**config.mk**
```make
export PLATFORM = sky130hd
export DESIGN_NAME = three_byte_frame_fifo
export DESIGN_NICKNAME = d
export VERILOG_FILES = /design/src/hw/rtl/tbff_pkg.sv /design/src/hw/rtl/tbff_ram.sv /design/src/hw/rtl/tbff_front.sv /design/src/hw/rtl/tbff_back.sv /design/src/hw/rtl/three_byte_frame_fifo.sv
export VERILOG_INCLUDE_DIRS = /design/src /design/src/hw/rtl
export SDC_FILE = /design/constraint.sdc
export NUM_CORES = 1
export LEC_CHECK = 0
export ABC_AREA = 0
export BUFFER_PORTS_ARGS = -buffer_cell sky130_fd_sc_hd__buf_4
export CORE_UTILIZATION = 62
export DETAILED_ROUTE_END_ITERATION = 7
export GPL_TIMING_DRIVEN = 0
export HOLD_SLACK_MARGIN = 0.12
export PLACE_DENSITY = 0.79
export SYNTH_ARGS = -nofsm -noshare
export SYNTH_HDL_FRONTEND = slang
export SYNTH_SLANG_ARGS = --single-unit
```
**constraint.sdc**
```tcl
create_clock -name clk -period 4.46 [get_ports clk]
set_input_delay 0.223 -clock clk [delete_from_list [all_inputs] [get_ports clk]]
set_output_delay 0.223 -clock clk [all_outputs]
set_load 0.005 [all_outputs]
```
**src/hw/rtl/three_byte_frame_fifo_defines.svh**
```systemverilog
// Assertion macros shared by the frame FIFO RTL.
// Each macro checks a property sampled on clk while rst_n is high.
`ifndef THREE_BYTE_FRAME_FIFO_DEFINES_SVH
`define THREE_BYTE_FRAME_FIFO_DEFINES_SVH

`ifndef SYNTHESIS

// Consequent must hold in the same cycle as the antecedent.
`define TBFF_ASSERT_SAME(lbl, pre, post) \
  lbl: assert property (@(posedge clk) disable iff (!rst_n) (pre) |-> (post)) \
    else $error("frame fifo assertion failed");

// Consequent must hold in the cycle after the antecedent.
`define TBFF_ASSERT_NEXT(lbl, pre, post) \
  lbl: assert property (@(posedge clk) disable iff (!rst_n) (pre) |=> (post)) \
    else $error("frame fifo assertion failed");

`else

`define TBFF_ASSERT_SAME(lbl, pre, post)
`define TBFF_ASSERT_NEXT(lbl, pre, post)

`endif

`endif

```
**src/hw/rtl/tbff_pkg.sv**
```systemverilog
package tbff_pkg;

  // Frame store geometry.
  localparam int DEPTH   = 16;
  localparam int IDX_W   = (DEPTH > 1) ? $clog2(DEPTH) : 1;
  localparam int OCC_W   = $clog2(DEPTH + 1);
  localparam int FILL_W  = 5;
  localparam int BYTE_W  = 8;

  // Operation queue between the front and back parts.
  localparam int OPQ_DEPTH = 2;
  localparam int OPQ_PTR_W = 1;
  localparam int OPQ_CNT_W = 2;

  // Byte assembler phase that completes a frame.
  localparam logic [1:0] PHASE_LAST = 2'd2;

  // Reply codes for receive items.
  localparam logic [BYTE_W-1:0] REPLY_PARTIAL = 8'hFF;
  localparam logic [BYTE_W-1:0] REPLY_NONE    = 8'h00;

  typedef enum logic [1:0] {
    OP_PARTIAL,
    OP_FRAME,
    OP_READ
  } op_kind_t;

  typedef enum logic {
    BK_IDLE,
    BK_READ
  } back_state_t;

  typedef struct packed {
    logic [BYTE_W-1:0] command;
    logic [BYTE_W-1:0] high;
    logic [BYTE_W-1:0] low;
  } frame_t;

  typedef struct packed {
    op_kind_t kind;
    frame_t   frame;
  } op_t;

  typedef struct packed {
    logic [BYTE_W-1:0] reply;
    logic              frame_valid;
    frame_t            frame;
    logic [FILL_W-1:0] fill_level;
  } result_t;

endpackage

```
**src/hw/rtl/tbff_ram.sv**
```systemverilog
module tbff_ram #(
  parameter int WIDTH = 24,
  parameter int DEPTH = 16
) (
  input  logic                                      clk,
  input  logic                                      we,
  input  logic [((DEPTH > 1) ? $clog2(DEPTH) : 1)-1:0] waddr,
  input  logic [WIDTH-1:0]                          wdata,
  input  logic [((DEPTH > 1) ? $clog2(DEPTH) : 1)-1:0] raddr,
  output logic [WIDTH-1:0]                          rdata
);

  logic [WIDTH-1:0] mem_r [DEPTH];
  logic [WIDTH-1:0] rdata_r;

  // One write port and one registered read port.
  always_ff @(posedge clk) begin
    if (we) begin
      mem_r[waddr] <= wdata;
    end
    rdata_r <= mem_r[raddr];
  end

  assign rdata = rdata_r;

endmodule

```
**src/hw/rtl/tbff_front.sv**
```systemverilog
module tbff_front (
  input  logic                    clk,
  input  logic                    rst_n,
  input  logic                    push,
  output logic                    full,
  input  logic                    in_func,
  input  logic [7:0]              in_rx_byte,
  output logic                    op_valid,
  output tbff_pkg::op_t           op,
  input  logic                    op_take
);

  import tbff_pkg::*;

  logic [1:0]             byte_phase_r, byte_phase_nxt;
  logic [BYTE_W-1:0]      held_r [2];
  logic                   accept;
  op_t                    new_op;

  op_t                    q_op_r [OPQ_DEPTH];
  logic [OPQ_PTR_W-1:0]   q_wr_r, q_rd_r;
  logic [OPQ_CNT_W-1:0]   q_cnt_r, q_cnt_nxt;

  assign full   = (q_cnt_r == OPQ_CNT_W'(OPQ_DEPTH));
  assign accept = push && !full;

  // Classify the item and advance the byte assembler.
  always_comb begin
    byte_phase_nxt   = byte_phase_r;
    new_op.kind      = OP_READ;
    new_op.frame     = '{command: held_r[0], high: held_r[1], low: in_rx_byte};
    if (!in_func) begin
      if (byte_phase_r < PHASE_LAST) begin
        new_op.kind    = OP_PARTIAL;
        byte_phase_nxt = byte_phase_r + 2'd1;
      end else begin
        new_op.kind    = OP_FRAME;
        byte_phase_nxt = '0;
      end
    end
  end

  always_ff @(posedge clk) begin
    if (!rst_n) begin
      byte_phase_r <= '0;
    end else if (accept) begin
      byte_phase_r <= byte_phase_nxt;
    end
  end

  // Held command and high bytes need no reset; they are written before use.
  always_ff @(posedge clk) begin
    if (accept && !in_func && (byte_phase_r < PHASE_LAST)) begin
      held_r[byte_phase_r[0]] <= in_rx_byte;
    end
  end

  // Small operation queue toward the back part.
  always_comb begin
    q_cnt_nxt = q_cnt_r;
    if (accept && !op_take) begin
      q_cnt_nxt = q_cnt_r + OPQ_CNT_W'(1);
    end else if (!accept && op_take) begin
      q_cnt_nxt = q_cnt_r - OPQ_CNT_W'(1);
    end
  end

  always_ff @(posedge clk) begin
    if (!rst_n) begin
      q_wr_r  <= '0;
      q_rd_r  <= '0;
      q_cnt_r <= '0;
    end else begin
      q_cnt_r <= q_cnt_nxt;
      if (accept) begin
        q_wr_r <= q_wr_r + OPQ_PTR_W'(1);
      end
      if (op_take) begin
        q_rd_r <= q_rd_r + OPQ_PTR_W'(1);
      end
    end
  end

  always_ff @(posedge clk) begin
    if (accept) begin
      q_op_r[q_wr_r] <= new_op;
    end
  end

  assign op_valid = (q_cnt_r != '0);
  assign op       = q_op_r[q_rd_r];

endmodule

```
**src/hw/rtl/tbff_back.sv**
```systemverilog
module tbff_back (
  input  logic              clk,
  input  logic              rst_n,
  input  logic              op_valid,
  input  tbff_pkg::op_t     op,
  output logic              op_take,
  output logic              empty,
  input  logic              pop,
  output tbff_pkg::result_t res
);

  import tbff_pkg::*;

  back_state_t        state_r, state_nxt;
  logic [IDX_W-1:0]   wr_idx_r, wr_idx_nxt;
  logic [IDX_W-1:0]   rd_idx_r, rd_idx_nxt;
  logic [OCC_W-1:0]   occ_r, occ_nxt;
  logic               out_valid_r, out_valid_nxt;
  result_t            res_r, res_nxt;

  logic               ram_we;
  frame_t             ram_rdata;
  logic [$bits(frame_t)-1:0] ram_rdata_raw;
  logic [OCC_W-1:0]   occ_inc;
  logic [IDX_W-1:0]   wr_idx_inc, rd_idx_inc;

  assign occ_inc    = occ_r + OCC_W'(1);
  assign wr_idx_inc = (wr_idx_r == IDX_W'(DEPTH - 1)) ? '0 : wr_idx_r + IDX_W'(1);
  assign rd_idx_inc = (rd_idx_r == IDX_W'(DEPTH - 1)) ? '0 : rd_idx_r + IDX_W'(1);

  tbff_ram #(
    .WIDTH ($bits(frame_t)),
    .DEPTH (DEPTH)
  ) u_store (
    .clk   (clk),
    .we    (ram_we),
    .waddr (wr_idx_r),
    .wdata (op.frame),
    .raddr (rd_idx_r),
    .rdata (ram_rdata_raw)
  );

  assign ram_rdata = frame_t'(ram_rdata_raw);

  // Execute one operation against the frame store and load the result.
  always_comb begin
    state_nxt     = state_r;
    wr_idx_nxt    = wr_idx_r;
    rd_idx_nxt    = rd_idx_r;
    occ_nxt       = occ_r;
    out_valid_nxt = out_valid_r && !pop;
    res_nxt       = res_r;
    op_take       = 1'b0;
    ram_we        = 1'b0;
    unique case (state_r)
      BK_IDLE: begin
        if (op_valid && (!out_valid_r || pop)) begin
          op_take                = 1'b1;
          res_nxt.reply          = REPLY_NONE;
          res_nxt.frame_valid    = 1'b0;
          res_nxt.frame          = '0;
          res_nxt.fill_level     = FILL_W'(occ_r);
          out_valid_nxt          = 1'b1;
          unique case (op.kind)
            OP_PARTIAL: begin
              res_nxt.reply = REPLY_PARTIAL;
            end
            OP_FRAME: begin
              if (occ_r < OCC_W'(DEPTH)) begin
                ram_we             = 1'b1;
                wr_idx_nxt         = wr_idx_inc;
                occ_nxt            = occ_inc;
                res_nxt.reply      = BYTE_W'(occ_inc);
                res_nxt.fill_level = FILL_W'(occ_inc);
              end
            end
            OP_READ: begin
              if (occ_r != '0) begin
                rd_idx_nxt    = rd_idx_inc;
                occ_nxt       = occ_r - OCC_W'(1);
                out_valid_nxt = 1'b0;
                state_nxt     = BK_READ;
              end
            end
            default: begin
              res_nxt.reply = REPLY_NONE;
            end
          endcase
        end
      end
      BK_READ: begin
        // The store read issued last cycle is now on the RAM output.
        res_nxt.reply       = REPLY_NONE;
        res_nxt.frame_valid = 1'b1;
        res_nxt.frame       = ram_rdata;
        res_nxt.fill_level  = FILL_W'(occ_r);
        out_valid_nxt       = 1'b1;
        state_nxt           = BK_IDLE;
      end
      default: begin
        state_nxt = BK_IDLE;
      end
    endcase
  end

  always_ff @(posedge clk) begin
    if (!rst_n) begin
      state_r     <= BK_IDLE;
      wr_idx_r    <= '0;
      rd_idx_r    <= '0;
      occ_r       <= '0;
      out_valid_r <= 1'b0;
    end else begin
      state_r     <= state_nxt;
      wr_idx_r    <= wr_idx_nxt;
      rd_idx_r    <= rd_idx_nxt;
      occ_r       <= occ_nxt;
      out_valid_r <= out_valid_nxt;
    end
  end

  always_ff @(posedge clk) begin
    res_r <= res_nxt;
  end

  assign empty = !out_valid_r;
  assign res   = res_r;

endmodule

```
**src/hw/rtl/three_byte_frame_fifo.sv**
```systemverilog
// Frame assembler in front of a 16-entry circular frame FIFO.
// Input channel (push/full): each item is either a received byte
// (in_func = 0) or a request to read the oldest stored frame (in_func = 1).
// Every three received bytes form one frame of command, high and low byte.
// Result channel (empty/pop): exactly one result item per input item, in
// order, with the receive reply, the popped frame and the fill level.
// A receive item passes the operation queue and then the result register
// before it shows on the result ports; a read item also passes the
// registered read port of the frame store. While the receiver pops, the
// back part retires one receive item per cycle; a read item also holds it
// in its BK_READ state before it takes the next item. A two-entry operation
// queue lets the input side keep accepting items meanwhile.
// Reset (synchronous, rst_n low) empties the FIFO, restarts the byte
// assembler at the command byte and clears both queues; stored frame data is
// not cleared and no clearing pass is needed.
// When the receiver holds off pop, the result stays on the ports, the
// operation queue fills and full rises after two more items.
`include "three_byte_frame_fifo_defines.svh"

module three_byte_frame_fifo (
  input  logic       clk,
  input  logic       rst_n,
  input  logic       push,
  output logic       full,
  input  logic       in_func,
  input  logic [7:0] in_rx_byte,
  output logic       empty,
  input  logic       pop,
  output logic [7:0] out_reply,
  output logic       out_frame_valid,
  output logic [7:0] out_frame_command,
  output logic [7:0] out_frame_high,
  output logic [7:0] out_frame_low,
  output logic [4:0] out_fill_level
);

  import tbff_pkg::*;

  logic    op_valid;
  op_t     op;
  logic    op_take;
  result_t res;

  // Front part: byte assembly and classification.
  tbff_front u_front (
    .clk        (clk),
    .rst_n      (rst_n),
    .push       (push),
    .full       (full),
    .in_func    (in_func),
    .in_rx_byte (in_rx_byte),
    .op_valid   (op_valid),
    .op         (op),
    .op_take    (op_take)
  );

  // Back part: FIFO pointers, frame store and result register.
  tbff_back u_back (
    .clk      (clk),
    .rst_n    (rst_n),
    .op_valid (op_valid),
    .op       (op),
    .op_take  (op_take),
    .empty    (empty),
    .pop      (pop),
    .res      (res)
  );

  assign out_reply         = res.reply;
  assign out_frame_valid   = res.frame_valid;
  assign out_frame_command = res.frame.command;
  assign out_frame_high    = res.frame.high;
  assign out_frame_low     = res.frame.low;
  assign out_fill_level    = res.fill_level;

  // The fill level never goes past the store depth.
  `TBFF_ASSERT_SAME(a_fill_bound, !empty, out_fill_level <= 5'(DEPTH))
  // A popped frame always comes with a zero reply and leaves room behind it.
  `TBFF_ASSERT_SAME(a_pop_reply, !empty && out_frame_valid,
                    out_reply == REPLY_NONE && out_fill_level < 5'(DEPTH))
  // A successful push reports the new fill count as its reply.
  `TBFF_ASSERT_SAME(a_push_count,
                    !empty && out_reply != REPLY_NONE && out_reply != REPLY_PARTIAL,
                    out_reply == 8'(out_fill_level) && !out_frame_valid)
  // A result left unpopped stays available.
  `TBFF_ASSERT_NEXT(a_hold_result, !empty && !pop, !empty)

endmodule
```
==> results.md <==
- Share of layout cells above drive strength 1: 26.0%
- Initial drt markers: 1249
- Die area: 33500 µm²
- Num ports: 53
- Antenna diode instance count: 0
- Vias: 10234
- Worst r2r path cells: 5
- Worst-skew pair later-pin latency: 0.57 ns
- Final cycle utilization of the critical path: 66.6%
- Logic pwr share: 16.7%
- Tightest Hold Check Type: in2reg
- First-pass GRT wire length: 63.4 mm
- Status: completed
- Ys async rst share: 0%
- Largest area contributor in the netlist: edfxtp_1
- Power Dens Cells: 537 nW/µm²
- Worst hold path endpoint: u_back.wr_idx_r[2]
- CTS tree: done
- Worst setup path category: reg2reg
- Starting density of the core: 63.7%
- Worst setup SP type: register
- Routed wire per std cell: 26.2 µm
- Via density: 6.28
- Syn Area/Cell: 19.9 µm²
- Final setup violation count: 0
- Final worst path period need: 2.97 ns
- Post-CTS Resized: 0
- Root buf cell: clkbuf_16
- GRT Total Usage: 26.1%
- Yosys reg bits: 534
- Total gr overflow: 0
- Routability cong.: 0.847
- Mapped cell area: 20300 µm²
- DRT antenna net count: 0
- Max Cap Viol: 0
- F_max: 337 MHz
- CP endpoint kind: register
- Post-synthesis cell type count: 56
- Clock-pin slew on the worst setup and hold paths: 0.06 ns
- Site row count: 65
- Count of input and output buffers: 51
- Most common cell in the netlist: edfxtp_1
- R2r setup slk: 1.49 ns
- HP Start: rst_n
- Origin of the critical flop-to-flop path: u_front.q_cnt_r[0]
- RSZ-0062 raised after global routing: no
- Synth top cells by count: edfxtp_1 (488), mux4_2 (96), dfxtp_1 (46)
- Cts bufs inserted: 51
- Peak VDD IR: 0.442 mV
- Sequential power share: 50.8%
- Nets: 1176
- Pin count of the biggest net entering global routing: 37
- Vias in the first global route: 10434
- Worst Hold Margin: 0.173 ns
- Met1 WL: 16.6 mm
- Cell Int Power: 9.44 mW
- Post-synthesis sequential area ratio: 76.5%
- Fin. max-slew vios: 0
- WL met3: 3.90 mm
- Hpwl dp: 26.5 mm
- Clock power frac: 32.5%
- Syn Nets: 1042
- Worst r2r dst: u_back.u_store.mem_r[6][6]
- # H-tree levels: 2
- Switching part of the total power: 25.0%
- YS warnings: 0
- Hold depth: 3
- Required @ worst endpoint: 4.64 ns
- Largest cells by area after synthesis: edfxtp_1 (72%), mux4_2 (11%), dfxtp_1 (4.5%)
- Clk buf depth: 3
- # DRC: 0
- Final hold viol count: 0
- WL final: 42.7 mm
- Synth-to-Final Area Change: 15.2%
- Core ar.: 32000 µm²
- Max_slew headroom: 20.5%
- Post-synth top flop: edfxtp_1
- CP max FO: 24
- Clock Sinks: 534
- Total net switching power: 3.15 mW
- WP data arrival: 3.15 ns
- Cell count after synthesis: 1020
- Initial antenna violation count: 2
- Routed wl met2: 21.2 mm
- P_leak: 7.52 nW
- Top sig layer: met4
- Post-synth top area share: 72.0%
- Worst Skew: 0.0189 ns
- Drt first pass iters: 5
- Die Y: 183 µm
- Overall power: 12.6 mW
- Post-synth EDFFs: 488
- Chip width: 183 µm
- Slew @ Worst Pin: 1.19 ns
[critical path: stages (launching register included)]
cell      delay (ns)
dfxtp_1         0.42
nor2_1          0.13
nor2_1          0.34
clkbuf_1        0.44
nand3_1         0.42
nor2_4          0.82
[how the worst max path moves through the flow]
stage                               start                          end  slack, ns  cells after the start
floorplan                        register   u_back.u_store.mem_r[2][0]       0.98                      5
global placement    u_front.q_op_r[0][25]  u_back.u_store.mem_r[2][10]      -0.55                      4
detailed placement  u_front.q_op_r[0][25]   u_back.u_store.mem_r[4][9]       1.55                      5
CTS                 u_front.q_op_r[0][25]  u_back.u_store.mem_r[4][14]       1.54                      5
global route           u_front.q_cnt_r[0]   u_back.u_store.mem_r[4][9]       1.26                      6
finish                 u_front.q_cnt_r[0]   u_back.u_store.mem_r[6][6]       1.49                      5
[timing repair]
item	4_1_cts	5_1_grt
endpoints found under the hold margin	40	0
endpoints found under the setup margin	0	0
setup buffers	0	0
hold buffers	11	0
[cell usage in the layout, fill, tap and decap left out, types with 4 or more instances in the layout]
cell / synthesis / final
a21oi_1: 36 / 36
inv_1: 13 / 13
clkinv_4: 0 / 4
o221ai_1: 4 / 4
clkinv_2: 0 / 7
o21ai_0: 8 / 8
clkbuf_1: 32 / 48
nor3_1: 11 / 7
dlygate4sd3_1: 0 / 11
clkinv_1: 0 / 6
mux2i_1: 27 / 27
and2_1: 25 / 25
xor2_1: 6 / 6
nand3b_1: 5 / 5
a31oi_1: 5 / 5
a211oi_1: 25 / 25
nor2b_1: 28 / 28
o21a_1: 5 / 5
buf_6: 2 / 9
clkbuf_16: 0 / 53
buf_4: 8 / 60
dfxtp_1: 46 / 46
nor2_4: 0 / 10
ha_1: 9 / 9
nand2b_1: 6 / 6
nand2_1: 17 / 16
clkbuf_8: 0 / 6
nor3_2: 1 / 5
mux4_2: 96 / 96
nand3_1: 12 / 12
buf_16: 0 / 8
edfxtp_1: 488 / 488
buf_2: 12 / 12
mux2_2: 25 / 25
nor2_1: 26 / 13
[registers in the layout (all words and copies together) (netlist names), named ones only]
register              flops
u_front.q_cnt_r           2
u_back.state_r            1
u_front.q_wr_r            1
u_front.held_r           16
u_back.occ_r              5
u_back.rd_idx_r           4
u_back.u_store.rdata     24
u_front.byte_phase_r      2
u_front.q_rd_r            1
u_back.out_valid_r        1
u_front.q_op_r           52
u_back.wr_idx_r           4
u_back.res               36
u_back.u_store.mem_r    384
[per-stage QoR]
step           setup WS, ns  TNS, ns  cells  utilization, %  cell area [µm²]
2_1_floorplan         0.975        0   1020               -            20300
3_3_place_gp         -0.551   -42.57   1506            66.6            21300
3_5_place_dp           1.55        0   1525            68.0            21700
4_1_cts                1.54        0   1629            73.3            23400
5_1_grt                1.26        0   1629            73.3            23400
6_report               1.49        0   1629            73.3            23400
[per-layer routing]
metal / vias up / GRT usage [%]
li1: 4384 / -
met1: 5159 / 35.8
met2: 606 / 43.2
met3: 85 / 4.83
met4: 0 / 8.30
met5: - / 0
[kinds of logic (layout without fill, tap and decap cells)]
kind of cell    Yosys count  after routing  share of synthesized area (%)
flops                   534            534                           76.5
simple gates            153            153                           4.30
mux                     148            148                           13.3
compound gates           99             99                           3.35
buf+inv                  69            243                           1.57
fa+ha+maj                 9              9                          0.553
xor+xnor                  8              8                          0.344
[layout make-up]
class | instances | area, µm²
clock buffers | 75 | 1470
well taps | 435 | 544
multi-input cells | 417 | 4560
plain buffers | 56 | 270
flip-flops and latches | 534 | 15600
inverters | 13 | 48.8
clock inverters | 18 | 123
fillers | 1792 | 8530
repair buffers | 81 | 845
[power by group through the flow]
stage	Sequential [mW]	Clock, mW	Combinational (mW)
floorplan	6.48	0	1.25
global placement	6.49	0	1.97
detailed placement	6.50	0	2.06
CTS	6.40	4.12	2.10
global route	6.43	4.31	2.26
finish	6.39	4.10	2.11
Note: power is estimated with default switching activity, not from simulation.
